$ cat src/rtl/mrtrie_pkg.sv
// Shared widths, opcodes and status codes of the multi-root trie.
package mrtrie_pkg;

    localparam int OPCODE_W = 2;
    localparam int ROOT_W   = 12;
    localparam int SYMBOL_W = 5;
    localparam int VALUE_W  = 16;
    localparam int ANSWER_W = 17;

    typedef logic [OPCODE_W-1:0] t_opcode;

    localparam t_opcode OP_NEW_ROOT = 2'd0;
    localparam t_opcode OP_INSERT   = 2'd1;
    localparam t_opcode OP_QUERY    = 2'd2;
    localparam t_opcode OP_NONE     = 2'd3;

    localparam logic ST_OK   = 1'b0;
    localparam logic ST_FULL = 1'b1;

endpackage

$ cat src/rtl/mrtrie_rootmod.sv
// Root index reduction modulo the pool size by reciprocal multiplication.
module mrtrie_rootmod #(
    parameter int NODES = 4096
) (
    input  logic                             i_clk,
    input  logic                             i_load,
    input  logic [mrtrie_pkg::ROOT_W-1:0]    i_root,
    output logic [$clog2(NODES)-1:0]         o_rem
);

    localparam int RW  = mrtrie_pkg::ROOT_W;
    localparam int AW  = $clog2(NODES);
    localparam int SH  = RW + AW;
    localparam int M   = ((1 << SH) + NODES - 1) / NODES;
    localparam int MW  = $clog2(M + 1);
    localparam int PW  = RW + MW;
    localparam int DW2 = RW + AW + 1;
    localparam logic [PW-1:0]  M_C = PW'(M);
    localparam logic [DW2-1:0] D_C = DW2'(NODES);

    logic [PW-1:0]  r_prod;
    logic [RW-1:0]  r_root;
    logic [RW-1:0]  w_quot;
    logic [DW2-1:0] w_qd;
    logic [DW2-1:0] w_rem;

    // Stage one: scale by the rounded-up reciprocal, exact for every root.
    always_ff @(posedge i_clk) begin
        if (i_load) begin
            r_prod <= PW'(i_root) * M_C;
            r_root <= i_root;
        end
    end

    // Stage two: quotient back to a multiple, subtract for the remainder.
    assign w_quot = RW'(r_prod >> SH);
    assign w_qd   = DW2'(w_quot) * D_C;
    assign w_rem  = DW2'(r_root) - w_qd;
    assign o_rem  = AW'(w_rem);

endmodule

$ cat config.mk
export PLATFORM = sky130hd
export DESIGN_NAME = mrtrie_rootmod
export DESIGN_NICKNAME = d
export VERILOG_FILES = /design/src/rtl/mrtrie_pkg.sv /design/src/rtl/mrtrie_rootmod.sv
export SDC_FILE = /design/constraint.sdc
export NUM_CORES = 1
export LEC_CHECK = 0
export BUFFER_PORTS_ARGS = -buffer_cell sky130_fd_sc_hd__buf_4
export CORE_AREA = 2 2 39 41
export CTS_CLUSTER_DIAMETER = 40
export DETAILED_ROUTE_END_ITERATION = 16
export DIE_AREA = 0 0 41 43
export HOLD_SLACK_MARGIN = 0.03
export PLACE_DENSITY = 0.66
export SYNTH_ARGS = -nofsm -noshare
export SYNTH_HDL_FRONTEND = slang
export SYNTH_SLANG_ARGS = --single-unit
export TNS_END_PERCENT = 50
$ cat constraint.sdc
create_clock -name i_clk -period 0.8 [get_ports i_clk]
set_clock_uncertainty 0.05 [all_clocks]
set_input_delay 0.12 -clock i_clk [delete_from_list [all_inputs] [get_ports i_clk]]
set_output_delay 0.12 -clock i_clk [all_outputs]
set_load 0.05 [all_outputs]
After elaboration in Yosys (flattened, before gate mapping)
Index checks and enable logic that the tools add are counted.
{"block": "totals", "reg_bits": 12, "latch_bits": 0, "ramBits": 0, "romBits": 0, "input_bits": 14, "out_inout_bits": 12, "n_memories": 0}
{"block": "classes", "addsub": 0, "multipliers": 0, "n_div": 0, "magnitude_cmp": 0, "n_eq_ne": 0, "shift": 0, "muxes": 0, "bitwise_logic": 0, "n_reduce_logical": 0}

Logic depth before layout (Yosys ltp)
Gate-level depths: netlist (run 1).
{"block": "depth", "ltp_word": 0, "mapped_depth": 0}

Worst setup path before layout (run 1)
No wires, ideal clock.
{"block": "synth_timing", "kind": "reg-to-output", "startpoint": "register r_root[0]", "endpoint": "output o_rem[0]", "t_arrival_ns": 0.601, "t_required_ns": 0.630, "path_slack_ns": 0.029, "path_stages_with_launch": 1, "n_path_buf": 0, "path_cell_list": "edfxtp_1"}
{"element": "from (decl)", "line": "mrtrie_rootmod.sv:22", "source": "logic [RW-1:0] r_root;"}
{"element": "from (signal assigned)", "line": "mrtrie_rootmod.sv:31", "source": "r_root <= i_root;"}
{"element": "to (decl)", "line": "mrtrie_rootmod.sv:8", "source": "output logic [$clog2(NODES)-1:0] o_rem"}
No word-level cell between the ends.

Worst setup path in the final report (run 1)
{"block": "layout_timing", "startpoint": "register r_root[3]", "endpoint": "output o_rem[3]"}
No word-level cell between the ends.

==> results of run 1 <==
how the worst max path moves through the flow:
stage / slack (ns) / end / from / cells past startpoint
after global placement: 0.09 / o_rem[9] / r_root[9] / 1
after detailed placement: 0.07 / o_rem[3] / r_root[3] / 1
final: -0.21 / o_rem[3] / r_root[3] / 1
after CTS: -0.23 / o_rem[3] / r_root[3] / 1
after global routing: -0.25 / o_rem[6] / r_root[6] / 1
after floorplan: 0.03 / o_rem[0] / r_root[0] / 0
Yosys cell counts:
master	number
edfxtp_1	12
per-layer routing:
layer / GRT usage / wire length [um]
met3: 0.0628 / 85
met5: 0 / 0
met4: 0.0800 / 0
met2: 0.169 / 394
met1: 0.109 / 273
per-stage QoR:
stage | cell area, um2 | instances
CTS | 759 | 69
detailed placement | 568 | 53
global placement | 568 | 53
finish | 769 | 69
global route | 769 | 69
floorplan | 360 | 12
area by class of cell:
class | instances | area (um2) | share of cell area
clock inverter | 1 | 3.75 | 0.00488
tap | 16 | 20.0 | 0.0260
timing repair buffer | 37 | 363 | 0.472
clock buffer | 3 | 22.5 | 0.0293
sequential | 12 | 360 | 0.468
kinds of logic after synthesis:
group	count (synthesis)	share of synthesized area
flip-flops	12	1.00
power by group:
part / leakage (nW) / internal [mW] / switching (mW)
registers: 0.117 / 0.747 / 0.0209
logic: 0.221 / 0.170 / 0.213
clock network: 0.0154 / 0.180 / 0.188
total: 0.354 / 1.10 / 0.422
what timing repair did:
item                                    CTS  global route
resized for setup                        12             4
endpoints found under the setup margin   12            16
setup buffers                             0             0
cloned                                    0             0
hold buffers                             12             0
hold endpoints to repair                 12             0
==> summary.md, run 1 <==
| Metric | Value |
|---|---|
| CORE AREA | 1380 um2 |
| Max-slew violation count | 0 |
| Drt pass-1 iters | 2 |
| Largest net degree at the start of global routing | 13 |
| Vert. Die Dim | 43 um |
| Syn avg cell area | 30.0 um2 |
| Setup TNS | -2.26 ns |
| CTS buffer count | 3 |
| Hold Startpoint | i_load |
| WHS Endpoint | r_root[6] |
| Multi-input gate count | 0 |
| Initial Util | 0.260 |
| Number of global-route vias before repair | 315 |
| CP delay by family, top | flip-flops |
| Failing checks | setup timing |
| Drt drc | 0 |
| # port buffers | 25 |
| Root Buffer | clkbuf_4 |
| Seq/Total Area, Yosys | 1.00 |
| PD cells | 1970 nW/um2 |
| H-tree levels | 1 |
| Die ar. | 1760 um2 |
| Number of DRC markers in iteration 0 | 2 |
| Largest Register | r_root |
| Slowest cell on crit path | edfxtp_1 |
| Worst Tran Pin Value | 0.147 ns |
| Sink Count | 12 |
| RSZ-0062 raised after global routing | yes |
| # fillers | 115 |
| Status | complete, but fails checks |
| VDD IR-drop max | 1.15 mV |
| Setup crit start kind | register |
| First-pass GRT wire length | 1190 um |
| Clock transition at the registers of the reported paths | 0.08 ns |
| Synth Cell Area | 360 um2 |
| Sequence of cells on the critical path | buf_6 |
| Multi-input combinational cell area | 0 um2 |
| Pre-CTS setup slack | 0.0707 ns |
| Synthesis warning total | 0 |
| Hold depth | 1 |
| Row count | 14 |
| Worst Setup Slack, final | -0.206 ns |
| Longest Clk Path Bufs | 2 |
| Number of diodes | 0 |
| Final hold violations | 0 |
| Area Growth Syn to Fin | 114% |
| CP required | 0.63 ns |
| Worst Setup End Kind | primary output |
| Largest area contributor in the netlist | edfxtp_1 |
| Routed len/inst | 10.9 um |
| Total gr overflow | 0 |
| Finish-stage setup viols | 18 |
| Crit path kind | reg -> out |
| Most frequent cells in the layout | buf_4 (13), buf_6 (12), edfxtp_1 (12) |
| CTS tree | done |
| Synthesized net count | 26 |
| Die W | 41 um |
| Fmax | 994 MHz |
| Cells after synthesis | 12 |
| Distinct cells, synth | 1 |
| Final Net Count | 68 |
| Gpl congestion | 0.589 |
| Crit-path max FO | 1 |
| Hold_ws | 0.116 ns |
| Max_slew headroom | 0.902 |
| CP bufs+invs | 1 |
| Share of cells above drive strength 1 | 0.528 |
| Initial antenna violation count | 0 |
| Power Total | 1.52 mW |
| Final ANT Viol Nets | 0 |
| Total Routing Usage GR | 0.112 |
| WP data arrival | 0.84 ns |
| Via density | 3.96 |
| Largest stage delay on the critical path | 0.40 ns |
| Crit share post-route | 1.26 |
| IO Pins | 26 |
| Synth top area share | 1.00 |
| Register bit count reported by yosys | 12 |
| Max FFs per register | 12 |
| Min-delay worst type | in -> reg |
| Largest regs | r_root: 12 flops |
| Final core occ | 0.556 |
| Synth area leaders | edfxtp_1 (100%) |
| Min Tclk post-route | 1.01 ns |
| Commonest non-fill, non-tap cell in the layout | buf_4 |
| Routed via count | 273 |
| Lkg Pwr | 0.354 nW |
| Routed WL | 753 um |
| Max-cap violations | 0 |
No activity file was read; power rests on OpenSTA's default activity.
==> inputs of run 2 (changes only) <==
--- a/config.mk
+++ b/config.mk
@@ -6,12 +6,15 @@
 export NUM_CORES = 1
 export LEC_CHECK = 0
 export BUFFER_PORTS_ARGS = -buffer_cell sky130_fd_sc_hd__buf_4
+export CELL_PAD_IN_SITES_DETAIL_PLACEMENT = 1
+export CELL_PAD_IN_SITES_GLOBAL_PLACEMENT = 1
 export CORE_AREA = 2 2 39 41
 export CTS_CLUSTER_DIAMETER = 40
 export DETAILED_ROUTE_END_ITERATION = 16
 export DIE_AREA = 0 0 41 43
 export HOLD_SLACK_MARGIN = 0.03
-export PLACE_DENSITY = 0.66
+export PLACE_DENSITY = 0.78
+export SKIP_LAST_GASP = 1
 export SYNTH_ARGS = -nofsm -noshare
 export SYNTH_HDL_FRONTEND = slang
 export SYNTH_SLANG_ARGS = --single-unit
==> summary.md, run 2 (same netlist as run 1, synthesis figures left out) <==
| Metric | Value |
|---|---|
| Largest regs | r_root: 12 flops |
| Setup TNS | -2.32 ns (-0.0617 ns) |
| Initial antenna violation count | 0 (unchanged) |
| Routed WL | 811 um (+7.7%) |
| Final hold violations | 0 (unchanged) |
| Row count | 14 (unchanged) |
| # port buffers | 25 (unchanged) |
| Stages on worst setup path | 1 (unchanged) |
| Drt drc | 0 (unchanged) |
| Initial Util | 0.260 (unchanged) |
| CTS tree | done |
| Clock transition at the registers of the reported paths | 0.06 ns (-0.02 ns) |
| Max FFs per register | 12 (unchanged) |
| Hold depth | 1 (unchanged) |
| Share of cells above drive strength 1 | 0.538 (+0.0102) |
| First-pass GRT wire length | 1230 um (+2.9%) |
| Final Net Count | 68 (unchanged) |
| Status | complete, but fails checks |
| Largest stage delay on the critical path | 0.39 ns (about the same) |
| CP bufs+invs | 1 (unchanged) |
| Multi-input combinational cell area | 0 um2 (unchanged) |
| WP data arrival | 0.82 ns (-0.02 ns) |
| Setup repair bufs after CTS | 0 (unchanged) |
| Slowest cell on crit path | edfxtp_1 |
| Routed via count | 279 (+2.2%) |
| Largest Register | r_root |
| Max-cap violations | 0 (unchanged) |
| CTS buffer count | 3 (unchanged) |
| Failing checks | setup timing |
| Worst Tran Pin Value | 0.152 ns (+0.00520 ns) |
| Pre-CTS setup slack | 0.0729 ns (+0.00219 ns) |
| Root Buffer | clkbuf_4 |
| Vert. Die Dim | 43 um (unchanged) |
| Die W | 41 um (unchanged) |
| Max_slew headroom | 0.899 (-0.00347) |
| Total Routing Usage GR | 0.114 (+0.00136) |
| IO Pins | 26 (unchanged) |
| Number of diodes | 0 (unchanged) |
| H-tree levels | 1 (unchanged) |
| RSZ-0062 raised after global routing | yes |
| Min Tclk post-route | 0.987 ns (-0.0181 ns) |
| Longest Clk Path Bufs | 2 (unchanged) |
| Min-delay worst type | in -> reg |
| Multi-input gate count | 0 (unchanged) |
| Worst Setup End Kind | primary output |
| Crit-path max FO | 1 (unchanged) |
| Sequence of cells on the critical path | buf_6 |
| Commonest non-fill, non-tap cell in the layout | buf_4 |
| Worst Setup Slack, final | -0.187 ns (+0.0181 ns) |
| Number of DRC markers in iteration 0 | 9 (+7) |
| Power Total | 1.49 mW (-1.9%) |
| CP delay by family, top | flip-flops |
| Number of global-route vias before repair | 317 (+0.63%) |
| Fmax | 1010 MHz (+1.8%) |
| Routed len/inst | 11.9 um (+9.3%) |
| CP required | 0.63 ns (about the same) |
| Crit share post-route | 1.23 (-0.0227) |
| Total gr overflow | 0 (unchanged) |
| CORE AREA | 1380 um2 (unchanged) |
| PD cells | 1970 nW/um2 (-0.13%) |
| Gpl congestion | 0.604 (+2.5%) |
| VDD IR-drop max | 1.03 mV (-11%) |
| Max-slew violation count | 0 (unchanged) |
| Final ANT Viol Nets | 0 (unchanged) |
| # fillers | 140 (+22%) |
| Area Growth Syn to Fin | 110% |
| Most frequent cells in the layout | buf_4 (13), dlygate4sd3_1 (12), buf_6 (12), edfxtp_1 (12), clkbuf_4 (3) |
| Drt pass-1 iters | 3 (+1) |
| Largest net degree at the start of global routing | 13 (unchanged) |
| Crit path kind | reg -> out |
| Sink Count | 12 (unchanged) |
| Die ar. | 1760 um2 (unchanged) |
| Lkg Pwr | 0.316 nW (-10%) |
| Setup crit start kind | register |
| Via density | 4.10 (+3.7%) |
| Finish-stage setup viols | 24 (+6) |
-- run 2: path summary, 6_finish.rpt --
check      start        end  slack (ns)
min       i_load  r_root[5]        0.13
max    r_root[9]   o_rem[9]       -0.19
-- run 2: metrics by stage --
| step | instances | hold slack, ns | util | instance area, um2 |
|---|---|---|---|---|
| floorplan | 12 | 0.169 | - | 360 |
| global placement | 53 | 0.248 | 0.410 | 568 |
| detailed placement | 53 | 0.249 | 0.410 | 568 |
| CTS | 68 | 0.121 | 0.530 | 733 |
| global route | 68 | 0.133 | 0.546 | 756 |
| finish | 68 | 0.131 | 0.546 | 756 |
-- run 2: layout make-up --
class	instances	area [um2]	area share
timing repair buffer	37	353	0.467
sequential	12	360	0.477
tap	16	20.0	0.0265
clock buffer	3	22.5	0.0298
-- run 2: per-layer routing --
metal  wire length [um]  GRT usage
met1                271     0.0997
met4                  0     0.0600
met3                128     0.0838
met5                  0          0
met2                411      0.178
-- run 2: report_power, final --
group,switching [mW],internal (mW)
logic,0.216,0.166
registers,0.0211,0.748
clock network,0.166,0.174
-- run 2: repair_timing --
| action | CTS | global route |
|---|---|---|
| gates resized for setup | 6 | 6 |
| endpoints found under the setup margin | 12 | 23 |
| endpoints found under the hold margin | 12 | 0 |
| hold buffers | 12 | 0 |
| cloned | 0 | 0 |
==> inputs of run 3 (changes only) <==
--- a/config.mk
+++ b/config.mk
@@ -14,8 +14,9 @@
 export DIE_AREA = 0 0 41 43
 export HOLD_SLACK_MARGIN = 0.03
 export PLACE_DENSITY = 0.78
+export SKIP_CTS_REPAIR_TIMING = 1
 export SKIP_LAST_GASP = 1
 export SYNTH_ARGS = -nofsm -noshare
 export SYNTH_HDL_FRONTEND = slang
 export SYNTH_SLANG_ARGS = --single-unit
-export TNS_END_PERCENT = 50
+export TNS_END_PERCENT = 30
==> summary.md, run 3 (same netlist as run 1, synthesis figures left out) <==
| Metric | Value |
|---|---|
| Status | complete, but fails checks |
| Failing checks | setup timing |
| Root Buffer | clkbuf_4 |
| Setup crit start kind | register |
| Largest Register | r_root |
| CTS tree | done |
| Finish-stage setup viols | 24 (unchanged) |
| Final ANT Viol Nets | 0 (unchanged) |
| Hold depth | 1 (unchanged) |
| Min-delay worst type | in -> reg |
| Min Tclk post-route | 0.999 ns (+0.0115 ns) |
| Routed via count | 278 (-0.36%) |
| Via density | 4.09 (-0.36%) |
| Commonest non-fill, non-tap cell in the layout | buf_4 |
| Sink Count | 12 (unchanged) |
| CP bufs+invs | 1 (unchanged) |
| Routed WL | 832 um (+2.6%) |
| Setup TNS | -2.42 ns (-0.104 ns) |
| Initial antenna violation count | 0 (unchanged) |
| Routed len/inst | 12.2 um (+2.6%) |
| Die ar. | 1760 um2 (unchanged) |
| Gpl congestion | 0.604 (unchanged) |
| Total gr overflow | 0 (unchanged) |
| Number of DRC markers in iteration 0 | 0 (-9) |
| Worst Tran Pin Value | 0.152 ns (+0.000331 ns) |
| Sequence of cells on the critical path | buf_4 |
| Max FFs per register | 12 (unchanged) |
| Worst Setup Slack, final | -0.199 ns (-0.0115 ns) |
| CP delay by family, top | flip-flops |
| Multi-input combinational cell area | 0 um2 (unchanged) |
| Most frequent cells in the layout | buf_4 (21), dlygate4sd3_1 (12), edfxtp_1 (12) |
| Worst Setup End Kind | primary output |
| Vert. Die Dim | 43 um (unchanged) |
| Post-DP Area | 568 um2 (unchanged) |
| Multi-input gate count | 0 (unchanged) |
| Largest net degree at the start of global routing | 13 (unchanged) |
| CTS buffer count | 3 (unchanged) |
| First-pass GRT wire length | 986 um (-20%) |
| Hold Startpoint | i_load |
| Largest regs | r_root: 12 flops |
| Initial Util | 0.260 (unchanged) |
| Crit share post-route | 1.25 (+0.0143) |
| Drt pass-1 iters | 1 (-2) |
| IO Pins | 26 (unchanged) |
| Max-slew violation count | 0 (unchanged) |
| Crit path kind | reg -> out |
| Fmax | 1000 MHz (-1.1%) |
| RSZ-0062 raised after global routing | yes |
| Max_slew headroom | 0.898 (about the same) |
| PD cells | 2020 nW/um2 (+2.5%) |
| CORE AREA | 1380 um2 (unchanged) |
| Drt drc | 0 (unchanged) |
| Number of diodes | 0 (unchanged) |
| Finished Cell Area | 726 um2 (-4.0%) |
| VDD IR-drop max | 0.973 mV (-5.2%) |
| Longest Clk Path Bufs | 2 (unchanged) |
| Crit-path max FO | 1 (unchanged) |
| Clock transition at the registers of the reported paths | 0.07 ns (about the same) |
| CP required | 0.63 ns (about the same) |
| Area Growth Syn to Fin | 101% |
| Slowest cell on crit path | edfxtp_1 |
| H-tree levels | 1 (unchanged) |
| Lkg Pwr | 0.306 nW (-3.1%) |
| Final Net Count | 68 (unchanged) |
| Largest stage delay on the critical path | 0.37 ns (-0.02 ns) |
| Number of global-route vias before repair | 259 (-18%) |
| # port buffers | 25 (unchanged) |
| Share of cells above drive strength 1 | 0.538 (unchanged) |
| WHS Endpoint | r_root[5] |
| Row count | 14 (unchanged) |
| WP data arrival | 0.83 ns (about the same) |
| Die W | 41 um (unchanged) |
| Total Routing Usage GR | 0.0922 (-0.0215) |
| Final hold violations | 0 (unchanged) |
| Hold_ws | 0.130 ns (-0.000933 ns) |
| Max-cap violations | 0 (unchanged) |
## run 3: layout make-up
| cell class | instances | area [um2] |
|---|---|---|
| Sequential cell | 12 | 360 |
| Clock buffer | 3 | 22.5 |
| Timing Repair Buffer | 37 | 323 |
| Fill cell | 141 | 658 |
| Tap cell | 16 | 20.0 |
## run 3: power breakdown
group	internal [mW]	switching [mW]
Clock	0.174	0.168
Combinational	0.147	0.216
Sequential	0.747	0.0156
Total	1.07	0.399
## run 3: worst max path at each step
stage,endpoint,depth (start not counted),slack (ns),startpoint
after global placement,o_rem[6],1,0.09,r_root[6]
after detailed placement,o_rem[9],1,0.07,r_root[9]
after CTS,o_rem[9],1,-0.23,r_root[9]
after global routing,o_rem[11],1,-0.24,r_root[11]
final,o_rem[6],1,-0.20,r_root[6]
after floorplan,o_rem[0],0,0.03,r_root[0]
## run 3: per-stage QoR
stage	util	std cells	setup WS (ns)	power, mW
floorplan	-	12	0.0294	0.949
global placement	0.410	53	0.0942	1.08
detailed placement	0.410	53	0.0729	1.08
CTS	0.427	56	-0.229	1.44
global route	0.524	68	-0.239	1.54
finish	0.524	68	-0.199	1.47
## run 3: metal layers
metal	GRT usage	wire, um
met1	0.0653	261
met2	0.131	424
met3	0.105	145
met4	0.0600	0
met5	0	0
